### config.mk
export PLATFORM = sky130hd
export DESIGN_NAME = rgb_led_dimmer_smooth_gamma_core
export DESIGN_NICKNAME = d
export VERILOG_FILES = /design/src/design/rgbd_pkg.sv /design/src/design/rgbd_chan.sv /design/src/design/rgb_led_dimmer_smooth_gamma_core.sv
export SDC_FILE = /design/constraint.sdc
export NUM_CORES = 2
export LEC_CHECK = 0
export BUFFER_PORTS_ARGS = -buffer_cell sky130_fd_sc_hd__clkbuf_2
export CAP_MARGIN = 20
export CORE_ASPECT_RATIO = 0.6
export CORE_UTILIZATION = 55
export DETAILED_ROUTE_END_ITERATION = 10
export PLACE_DENSITY = 0.71
export SYNTH_ARGS = -nofsm -noshare
export SYNTH_HDL_FRONTEND = slang
export SYNTH_SLANG_ARGS = --single-unit
export TNS_END_PERCENT = 10
### constraint.sdc
create_clock -name clk -period 25.4 [get_ports clk]
set_input_delay 0 -clock clk [delete_from_list [all_inputs] [get_ports clk]]
set_output_delay 0 -clock clk [all_outputs]
set_load 0.05 [all_outputs]
### src/design/rgbd_pkg.sv
package rgbd_pkg;

  localparam int MAX_LEVEL    = 255;
  localparam int GAMMA_TENTHS = 22;
  localparam int NUM_CHAN     = 3;
  localparam int K_MAX        = 256;

  // command codes
  localparam logic [2:0] CMD_INC  = 3'd0;
  localparam logic [2:0] CMD_DEC  = 3'd1;
  localparam logic [2:0] CMD_NEXT = 3'd2;
  localparam logic [2:0] CMD_PREV = 3'd3;
  localparam logic [2:0] CMD_OFF  = 3'd4;
  localparam logic [2:0] CMD_TICK = 3'd5;

  // configuration register indexes
  localparam logic [1:0] CFG_MIN_LEVEL = 2'd0;
  localparam logic [1:0] CFG_SMOOTHING = 2'd1;

  localparam logic [1:0] CHAN_RED   = 2'd0;
  localparam logic [1:0] CHAN_GREEN = 2'd1;
  localparam logic [1:0] CHAN_BLUE  = 2'd2;

  typedef logic [255:0][7:0] lut_t;

  localparam int BIG_W = 384;

  function automatic int gamma_exp();
    int g;
    g = GAMMA_TENTHS;
    if (g < 10) g = 10;
    if (g > 30) g = 30;
    return g;
  endfunction

  // largest y with ((2y-1)/510)^10 <= (i/255)^g, exact integer compare
  function automatic logic [7:0] gamma_entry(int i);
    logic [BIG_W-1:0] p255;
    logic [BIG_W-1:0] rhs;
    logic [BIG_W-1:0] lhs;
    int g;
    int lo;
    int hi;
    int mid;
    g = gamma_exp();
    p255 = BIG_W'(1);
    for (int j = 0; j < g; j++) p255 = p255 * BIG_W'(255);
    rhs = BIG_W'(1);
    for (int j = 0; j < 10; j++) rhs = rhs * BIG_W'(510);
    for (int j = 0; j < g; j++) rhs = rhs * BIG_W'(i);
    lo = 0;
    hi = 255;
    while (lo < hi) begin
      mid = (lo + hi + 1) >> 1;
      lhs = p255;
      for (int j = 0; j < 10; j++) lhs = lhs * BIG_W'(2 * mid - 1);
      if (lhs <= rhs) lo = mid;
      else hi = mid - 1;
    end
    return lo[7:0];
  endfunction

  function automatic lut_t build_gamma();
    lut_t t;
    for (int i = 0; i < 256; i++) t[i] = gamma_entry(i);
    return t;
  endfunction

  // level scaled to 0..255
  function automatic lut_t build_scale();
    lut_t t;
    int v;
    for (int i = 0; i < 256; i++) begin
      v = (i * 255) / MAX_LEVEL;
      if (v > 255) v = 255;
      t[i] = v[7:0];
    end
    return t;
  endfunction

  localparam lut_t GAMMA_ROM = build_gamma();
  localparam lut_t SCALE_ROM = build_scale();

endpackage

### src/design/rgbd_chan.sv
module rgbd_chan (
  input  logic       clk,
  input  logic       rst,
  input  logic       tick,
  input  logic [8:0] k,
  input  logic [7:0] target,
  output logic [7:0] duty
);

  logic        [15:0] smoothed;
  logic signed [17:0] diff;
  logic signed [9:0]  k_s;
  logic signed [27:0] prod;
  logic signed [19:0] q;
  logic signed [20:0] s_sum;
  logic        [15:0] smoothed_next;
  logic        [16:0] rounded;
  logic        [7:0]  idx;

  assign diff = $signed({2'b00, target, 8'h00}) - $signed({2'b00, smoothed});
  assign k_s  = $signed({1'b0, k});
  assign prod = diff * k_s;
  // arithmetic shift floors toward minus infinity
  assign q    = prod[27:8];
  assign s_sum = $signed({5'b00000, smoothed}) + $signed({q[19], q});

  always_comb begin
    if (s_sum < 0) begin
      smoothed_next = 16'h0000;
    end else if (s_sum > 21'sd65535) begin
      smoothed_next = 16'hFFFF;
    end else begin
      smoothed_next = s_sum[15:0];
    end
  end

  assign rounded = {1'b0, smoothed_next} + 17'd128;
  assign idx     = rounded[16] ? 8'hFF : rounded[15:8];

  always_ff @(posedge clk) begin
    if (rst) begin
      smoothed <= '0;
      duty     <= '0;
    end else if (tick) begin
      smoothed <= smoothed_next;
      duty     <= rgbd_pkg::GAMMA_ROM[idx];
    end
  end

endmodule

### src/design/rgb_led_dimmer_smooth_gamma_core.sv
// RGB LED dimmer with exponential smoothing and gamma correction.
// Slave side (s_tvalid/s_tready/s_tdata) takes one command word: step the
// selected channel up or down, select the next or previous channel, clear all
// levels, or tick. A tick scales each level to 0..255, runs it through a Q8.8
// first-order smoother and maps the rounded value through a gamma table.
// Master side returns one word per command: selected channel, the three PWM
// duties from the last tick, and the selected channel's raw level.
// The cfg channel writes min_level (index 0) and smoothing_q8 (index 1); it
// is always ready and is meant to be used only while the block is idle.
// Two register stages (input register, then state and result update); m_tvalid
// rises when the command leaves the input register, which waits while the result is held.
// Throughput: one word per cycle while the receiver keeps m_tready high; all per-command
// work is one combinational stage between those registers.
// When the receiver stalls, the result holds and one more command waits in
// the input register; s_tready drops only when both are full.
// Reset clears levels, smoothed values and duties to zero, selects red,
// sets min_level to 0 and smoothing_q8 to 26.
module rgb_led_dimmer_smooth_gamma_core (
  input  logic        clk,
  input  logic        rst,
  input  logic        s_tvalid,
  output logic        s_tready,
  input  logic [15:0] s_tdata,   // cmd[2:0], step[10:3], zero fill
  output logic        m_tvalid,
  input  logic        m_tready,
  output logic [39:0] m_tdata,   // channel[1:0], red_duty[9:2], green_duty[17:10],
                                 // blue_duty[25:18], selected_level[33:26], zero fill
  input  logic        cfg_valid,
  output logic        cfg_ready,
  input  logic [1:0]  cfg_index,
  input  logic [8:0]  cfg_data
);

  logic       in_valid;
  logic [2:0] in_cmd;
  logic [7:0] in_step;
  logic       adv;

  logic [7:0] min_level;
  logic [8:0] smoothing_q8;
  logic [8:0] k_eff;

  logic [7:0] levels      [rgbd_pkg::NUM_CHAN];
  logic [7:0] levels_next [rgbd_pkg::NUM_CHAN];
  logic [1:0] sel;
  logic [1:0] sel_next;
  logic [7:0] duty        [rgbd_pkg::NUM_CHAN];
  logic       tick;

  logic [7:0]        lvl;
  logic [8:0]        inc_sum;
  logic [7:0]        inc_val;
  logic signed [9:0] dec_diff;
  logic [7:0]        dec_val;

  assign adv      = in_valid && (!m_tvalid || m_tready);
  assign s_tready = !in_valid || adv;
  assign tick     = adv && (in_cmd == rgbd_pkg::CMD_TICK);

  always_ff @(posedge clk) begin
    if (rst) begin
      in_valid <= 1'b0;
    end else if (s_tready) begin
      in_valid <= s_tvalid;
    end
  end

  always_ff @(posedge clk) begin
    if (s_tready && s_tvalid) begin
      in_cmd  <= s_tdata[2:0];
      in_step <= s_tdata[10:3];
    end
  end

  assign cfg_ready = 1'b1;

  always_ff @(posedge clk) begin
    if (rst) begin
      min_level    <= 8'd0;
      smoothing_q8 <= 9'd26;
    end else if (cfg_valid) begin
      unique case (cfg_index)
        rgbd_pkg::CFG_MIN_LEVEL: min_level    <= cfg_data[7:0];
        rgbd_pkg::CFG_SMOOTHING: smoothing_q8 <= cfg_data;
        default: ;
      endcase
    end
  end

  assign k_eff = (smoothing_q8 > 9'(rgbd_pkg::K_MAX)) ? 9'(rgbd_pkg::K_MAX) : smoothing_q8;

  assign lvl      = levels[sel];
  assign inc_sum  = {1'b0, lvl} + {1'b0, in_step};
  assign inc_val  = (inc_sum > 9'(rgbd_pkg::MAX_LEVEL)) ? 8'(rgbd_pkg::MAX_LEVEL)
                                                        : inc_sum[7:0];
  assign dec_diff = $signed({2'b00, lvl}) - $signed({2'b00, in_step});
  assign dec_val  = (dec_diff < $signed({2'b00, min_level})) ? min_level : dec_diff[7:0];

  always_comb begin
    levels_next = levels;
    sel_next    = sel;
    unique case (in_cmd)
      rgbd_pkg::CMD_INC:  levels_next[sel] = inc_val;
      rgbd_pkg::CMD_DEC:  levels_next[sel] = dec_val;
      rgbd_pkg::CMD_NEXT: sel_next = (sel == rgbd_pkg::CHAN_BLUE) ? rgbd_pkg::CHAN_RED
                                                                  : sel + 2'd1;
      rgbd_pkg::CMD_PREV: sel_next = (sel == rgbd_pkg::CHAN_RED) ? rgbd_pkg::CHAN_BLUE
                                                                 : sel - 2'd1;
      rgbd_pkg::CMD_OFF: begin
        for (int c = 0; c < rgbd_pkg::NUM_CHAN; c++) levels_next[c] = 8'd0;
      end
      default: ;
    endcase
  end

  // state doubles as the result register: it only moves when the result slot is free
  always_ff @(posedge clk) begin
    if (rst) begin
      for (int c = 0; c < rgbd_pkg::NUM_CHAN; c++) levels[c] <= 8'd0;
      sel      <= rgbd_pkg::CHAN_RED;
      m_tvalid <= 1'b0;
    end else begin
      if (adv) begin
        levels   <= levels_next;
        sel      <= sel_next;
        m_tvalid <= 1'b1;
      end else if (m_tready) begin
        m_tvalid <= 1'b0;
      end
    end
  end

  for (genvar c = 0; c < rgbd_pkg::NUM_CHAN; c++) begin : g_chan
    rgbd_chan u_chan (
      .clk    (clk),
      .rst    (rst),
      .tick   (tick),
      .k      (k_eff),
      .target (rgbd_pkg::SCALE_ROM[levels[c]]),
      .duty   (duty[c])
    );
  end

  assign m_tdata = {6'd0, levels[sel], duty[rgbd_pkg::CHAN_BLUE],
                    duty[rgbd_pkg::CHAN_GREEN], duty[rgbd_pkg::CHAN_RED], sel};

`ifndef SYNTHESIS
  a_sel_range: assert property (@(posedge clk) disable iff (rst)
    sel != 2'd3)
    else $error("channel select out of range");

  a_duty_hold: assert property (@(posedge clk) disable iff (rst)
    !tick |=> $stable(duty[0]) && $stable(duty[1]) && $stable(duty[2]))
    else $error("duty changed without a tick");

  a_inc_cap: assert property (@(posedge clk) disable iff (rst)
    adv && in_cmd == rgbd_pkg::CMD_INC |=>
      levels[$past(sel)] <= 8'(rgbd_pkg::MAX_LEVEL))
    else $error("increase passed the maximum level");

  a_in_hold: assert property (@(posedge clk) disable iff (rst)
    in_valid && !adv |=> in_valid && $stable(in_cmd) && $stable(in_step))
    else $error("pending command lost");

  a_state_hold: assert property (@(posedge clk) disable iff (rst)
    !adv |=> $stable(sel) && $stable(levels[0]) && $stable(levels[1])
      && $stable(levels[2]))
    else $error("state moved while result slot held");
`endif

endmodule
---- Yosys cells after proc, flatten, opt, wreduce, memory -nomap -nowiden ----
Memories as Yosys holds them, arrays and structs flattened. A register that Yosys moved wholly into a read port is not among the register bits.
Cells that the tools add are included.
operators by class
  add/sub/neg operators ................... 13
  multiply operators ...................... 3
  $lt $le $gt $ge ......................... 14
  equality and inequality tests ........... 7
  mux-type cells .......................... 34
  bitwise gates (word level) .............. 1
  reductions and logical operators ........ 18
operators by type and width
  cell                   number
  $mux 8                 17
  $mux 16                6
  $mul 17x10->27         3
  $pmux 24 s3            1
  $add 17x20->21         3
  $gt 21x17->1 const B   3
  $lt 21x1->1 const B    3
  $add 16x8->17 const B  3
  $sub 16x16->17         3
  $bwmux 24              2
  $lt 8x9->1 const B     3
  $bmux 8 s2             1
  $demux 8 s2            1
  $add 8x8->9            1
  $gt 9x8->1 const B     1
  $gt 9x9->1 const B     1
  $lt 9x9->1             1
  $mux 9                 1
  $sub 8x8->9            1
  $reduce_and 2->1       4
  $eq 3x2->1 const B     2
  $eq 3x3->1 const B     2
  $logic_and 1x1->1      4
  $logic_not 2->1        2
  other kinds (16)       21
word-level totals
  register bits after elaboration ......... 104
  memory bits (read-only) ................. 12288
  input bits .............................. 32
  output and inout bits ................... 43
  logic and storage cells ................. 109
  memories ................................ 6
memory list
  memory           words  bits a word  rd ports  clocked after Yosys merged registers in  wr ports  RTL line                                 text
  (no name shown)  256    8            1         1                                        0         rgbd_chan.sv:46                          duty <= rgbd_pkg::GAMMA_ROM[idx];
  (no name shown)  256    8            1         1                                        0         rgbd_chan.sv:46
  (no name shown)  256    8            1         1                                        0         rgb_led_dimmer_smooth_gamma_core.sv:139  .target (rgbd_pkg::SCALE_ROM[levels[c]]),
  (no name shown)  256    8            1         1                                        0         rgb_led_dimmer_smooth_gamma_core.sv:139
  (no name shown)  256    8            1         1                                        0         rgb_led_dimmer_smooth_gamma_core.sv:139
  (no name shown)  256    8            1         1                                        0         rgbd_chan.sv:46

---- Logic depth before layout (Yosys ltp) ----
  depth after elaboration ................. 11
  gate-level depth with buffers ........... 59
  mapped depth without buffers ............ 53

---- Modules after synthesis ----
Synthesis repeated with hierarchy kept, for this count alone.
unflattened totals
  cell total of the unflattened synthesis .. 4368
  area total of the unflattened synthesis .. 34778.4 sq um
modules (own cells, without submodules)
  module                            instances  cells each  area each (sq um)  seq. area each (sq um)
  rgbd_chan (g_chan[2].u_chan)      1          1294        10148.5            480.5
  rgbd_chan (g_chan[1].u_chan)      1          1270        10028.4            480.5
  rgbd_chan (g_chan[0].u_chan)      1          1282        10010.9            480.5
  rgb_led_dimmer_smooth_gamma_core  1          522         4590.7             1711.6

---- Least setup slack after synthesis ----
OpenSTA, ideal clock, no wires.
  path type ............................... flip-flop to flip-flop
  start point ............................. register g_chan[1].u_chan.smoothed[0]
  end point ............................... register g_chan[1].u_chan.duty[2]
  setup time .............................. 117 ps
  arrival time ............................ 11523 ps
  setup slack ............................. 13759 ps
  cell stages (with the launch flop) ...... 55
  path buffers ............................ 3
  period minus slack after synthesis ...... 11641 ps
  path through ............................ dfxtp_1 > inv_1 > ha_1 > clkbuf_1 > nand4_1 > nand2b_1 > a21oi_1 > xnor2_1 > nand2_1 > fa_1 > inv_1 > fa_1 > fa_1 > fa_1 > inv_1 > fa_1 > inv_1 > ha_1 > [... 19 more ...] > o21ba_2 > mux2i_1 > nor3_4 > nor2_1 > nor2_1 > nor2_1 > ha_1 > inv_1 > xnor2_2 > nor2_1 > inv_1 > ha_1 > clkbuf_1 > nor2_1 > a211oi_1 > o221a_1 > or4_1 > a32o_1
on the way
  longest elaborated chain between the ends .. 8
  elaborated cells on any way between the ends .. 9
RTL lines
  element                                RTL line         text
  start: declaration                     rgbd_chan.sv:10  logic [15:0] smoothed;
  start signal: assignment               rgbd_chan.sv:45  smoothed <= smoothed_next;
  $sub 16x16->17                         rgbd_chan.sv:20  assign diff = $signed({2'b00, target, 8'h00}) - $signed({2'b00, smoothed});
  $mul 17x10->27                         rgbd_chan.sv:22  assign prod = diff * k_s;
  $add 17x20->21 *                       rgbd_chan.sv:25  assign s_sum = $signed({5'b00000, smoothed}) + $signed({q[19], q});
  $gt 21x17->1                           rgbd_chan.sv:30  end else if (s_sum > 21'sd65535) begin
  $mux 16                                rgbd_chan.sv:30
  $mux 16 *                              rgbd_chan.sv:28  if (s_sum < 0) begin
  via g_chan[1].u_chan.smoothed_next[7]  rgbd_chan.sv:16  logic [15:0] smoothed_next;
  $add 16x8->17 *                        rgbd_chan.sv:37  assign rounded = {1'b0, smoothed_next} + 17'd128;
  $mux 8 *                               rgbd_chan.sv:38  assign idx = rounded[16] ? 8'hFF : rounded[15:8];
  end: declaration                       rgbd_chan.sv:7   output logic [7:0] duty
Mark *: on every way through the listed nets, which the timed path passes. The rest lies on a longest branch.
A chain may end at the register's enable or synchronous reset.

---- Worst setup path after layout ----
  start point ............................. register g_chan[0].u_chan.smoothed[0]
  end point ............................... register g_chan[0].u_chan.duty[4]
on the way
  longest elaborated chain between the ends .. 8
  elaborated cells on any way between the ends .. 9
RTL lines
  element                                RTL line
  start: declaration                     rgbd_chan.sv:10
  start signal: assignment               rgbd_chan.sv:45
  $sub 16x16->17                         rgbd_chan.sv:20
  $mul 17x10->27                         rgbd_chan.sv:22
  $add 17x20->21 *                       rgbd_chan.sv:25
  $gt 21x17->1                           rgbd_chan.sv:30
  $mux 16                                rgbd_chan.sv:30
  $mux 16 *                              rgbd_chan.sv:28
  via g_chan[0].u_chan.smoothed_next[7]  rgbd_chan.sv:16
  $add 16x8->17 *                        rgbd_chan.sv:37
  $mux 8 *                               rgbd_chan.sv:38
  end: declaration                       rgbd_chan.sv:7
Marks and branches as above.

==> metrics <==
Worst path max stage delay 0.85 ns; total grt overflow 0; Die ar. 63000 um2; final setup skew 0.0208 ns; Initial Util 0.558; Antenna Nets Post-Route 0; Critical Path AT 15.59 ns; Root Driver clkbuf_16; share of cells above drive strength 1 0.0584; sequential fraction of the synthesis area 0.0925; drt wl/cell 20.7 um; final cell count without fillers 5110; run status finished, final reports clean; Crit Path Class register to register; relative slew slack 0.243; ys async rst share 0; min Tclk post-route 15.28 ns; global-route track usage on met2 0.464; DRT Pass-1 Iters 7; first-pass GRT wire length 170000 um; Post-synth EDFFs 11; clock slew at reported path FFs 0.07 ns; TritonCTS clock tree yes; row cnt 70; met3 Usage GRT 0.0702; placed cell count 5052; GPL Wtd Cong 1.02; Top delay family on crit path compound AO/OA/AOI/OAI gates; number of global-route vias before repair 30100; DP HPWL 82500 um; clock latency on the worst-skew pair 0.47 ns; Maximum Capacitance Violations 0; initial antenna violation count 1; most used cell, CP fa_1; worst path bufs/invs 5; CP max-delay cell xor2_1; Yosys reg bits 152; Fin. Hold Viols 0; Ys Warns 0; Netlist cell types 117; DR DRC count 0; largest net degree at the start of global routing 82; H-Tree Depth 4; DR vias 32000; Filler Cell Count 5653; busiest layer in global routing met1; Hold Crit Class input port to register; Vert. Die Dim 195 um; critical path startpoint category register; Max Freq 65.5 MHz; Final Setup Violations 0; vias per cell 6.26; GRT met1 Usage 0.536; Final period util 0.601; Num CTS Buffers 17; Main synth FF type dfxtp_1; CTS Sinks 152; CTS resizes 0; Synth Area per Inst 7.89 um2; GR Util All Layers 0.340; unrepaired setup endpoints after global routing false; CTS Hold Bufs 24; wirelength, routed 106000 um; Design Area, Final 35900 um2; PortBufs 62; Core Region 61000 um2; DP Area 35000 um2; NumNets Final 5009; max-slew violations 0; Post-CTS Setup Bufs 0; Fin Setup TNS 0 ns; area delta synth->final 5.21%; die width 323 um; initial drt markers 4159; clk buf depth 2; Critical Path RT 25.72 ns; CP endpoint kind register; Worst-Margin Slew 1.13 ns; synthesized cell area 34100 um2; synthesized instance count 4321; I/O pin count 75; worst-path fanout max 17
[kinds of logic after synthesis]
logic type,after synthesis,share of synthesized area
other,2,0.000220
XOR/XNOR,188,0.0494
adder cells (fa/ha/maj),710,0.346
buffers and inverters,754,0.0861
flip-flops,152,0.0925
AND/OR/NAND/NOR,1413,0.195
AO/OA/AOI/OAI,1054,0.216
multiplexers,48,0.0144
[area by class of cell]
| type | count | area (um2) | area share |
|---|---|---|---|
| Antenna cell | 1 | 2.50 | 0.0000698 |
| Clock inverter | 14 | 151 | 0.00422 |
| Sequential cell | 152 | 3150 | 0.0880 |
| Tap cell | 828 | 1040 | 0.0289 |
| Inverter | 534 | 2000 | 0.0559 |
| Clock buffer | 18 | 439 | 0.0122 |
| Timing Repair Buffer | 143 | 985 | 0.0275 |
| Multi-Input combinational cell | 3420 | 28100 | 0.783 |
[metrics by stage]
stage | worst slack, ns | utilization | hold WS, ns
after floorplan | 13.76 | - | 0.0989
after global placement | 10.95 | 0.573 | 0.177
after detailed placement | 10.90 | 0.573 | 0.179
after CTS | 10.86 | 0.587 | 0.0388
after global routing | 9.65 | 0.587 | 0.0855
final | 10.12 | 0.587 | 0.0647
[worst paths after layout]
check / start / end / slack (ns) / depth (start not counted)
max: g_chan[0].u_chan.smoothed[0] / g_chan[0].u_chan.duty[4] / 10.12 / 51
max reg2reg: g_chan[0].u_chan.smoothed[0] / g_chan[0].u_chan.duty[4] / 10.12 / 51
min: cfg_index[1] / min_level[0] / 0.06 / 5
min reg2reg: g_chan[1].u_chan.duty[7] / g_chan[1].u_chan.duty[7] / 0.46 / 2
[cell usage after synthesis (18+ instances only)]
cell      number  area, um2
a21oi_1      272       1360
buf_1         18       67.6
and3_1        34        213
fa_1         389       7790
nor2b_1       38        238
o211ai_1      67        503
or3_1         25        156
nand4_1       30        188
xnor2_1      121       1060
a21o_1        57        428
nor2_1       399       1500
o21bai_1      22        165
dfxtp_1      141       2820
a31oi_1       35        219
o22ai_1       26        163
buf_2         30        150
inv_1        530       1990
o21ai_1       18       90.1
clkbuf_1     155        582
a22oi_1       24        180
and2_1       149        932
nand3_1       79        395
nand2b_1      27        169
o21a_1        42        315
a32oi_1       29        254
o21ai_0      130        651
xor2_1        64        561
ha_1         320       4000
nor4_1        37        231
nor3_1        68        340
mux2i_1       42        420
a211oi_1      69        518
nand2_1      459       1720
[registers in the layout, indices dropped and copies added, names as in the netlist]
register                count
g_chan.u_chan.duty         24
g_chan.u_chan.smoothed     48
g_chan.u_chan.target       24
in_cmd                      3
in_step                     8
in_valid                    1
levels                     24
m_tvalid                    1
min_level                   8
sel                         2
smoothing_q8                9
[layout by cell type, fill, tap and decap left out, types with 18 or more instances in the layout]
cell type | synthesis | final
inv_1 | 530 | 530
nand2_1 | 459 | 459
nor2_1 | 399 | 397
fa_1 | 389 | 389
ha_1 | 320 | 320
a21oi_1 | 272 | 271
and2_1 | 149 | 149
dfxtp_1 | 141 | 140
o21ai_0 | 130 | 129
xnor2_1 | 121 | 121
nand3_1 | 79 | 78
nor3_1 | 68 | 68
a211oi_1 | 69 | 68
o211ai_1 | 67 | 67
xor2_1 | 64 | 64
clkbuf_2 | 4 | 61
a21o_1 | 57 | 57
buf_4 | 10 | 57
o21a_1 | 42 | 42
mux2i_1 | 42 | 42
nor4_1 | 37 | 37
a31oi_1 | 35 | 35
and3_1 | 34 | 33
nor2b_1 | 38 | 31
nand4_1 | 30 | 30
a32oi_1 | 29 | 29
nand2b_1 | 27 | 27
o22ai_1 | 26 | 26
or3_1 | 25 | 25
a22oi_1 | 24 | 24
dlygate4sd3_1 | 0 | 24
o21bai_1 | 22 | 22
o21ai_1 | 18 | 18
[per-layer routing]
layer	wire [um]	vias to the layer above
met3	12100	195
met2	41900	1801
met1	49500	15300
met4	2410	0
li1	-	14700
met5	0	-
[worst reg2reg max path: cells and delay by family, from the launching register on]
family | cells | cell delay [ns]
AO/OA/AOI/OAI | 17 | 4.68
adder cells (fa/ha/maj) | 9 | 4.28
AND/OR/NAND/NOR | 17 | 3.95
XOR/XNOR | 2 | 1.00
buffers and inverters | 5 | 0.54
flip-flops | 1 | 0.40
multiplexers | 1 | 0.25
Power is not shown: default switching activity piles up to over one toggle a cycle in this logic, so the estimate is an artifact.
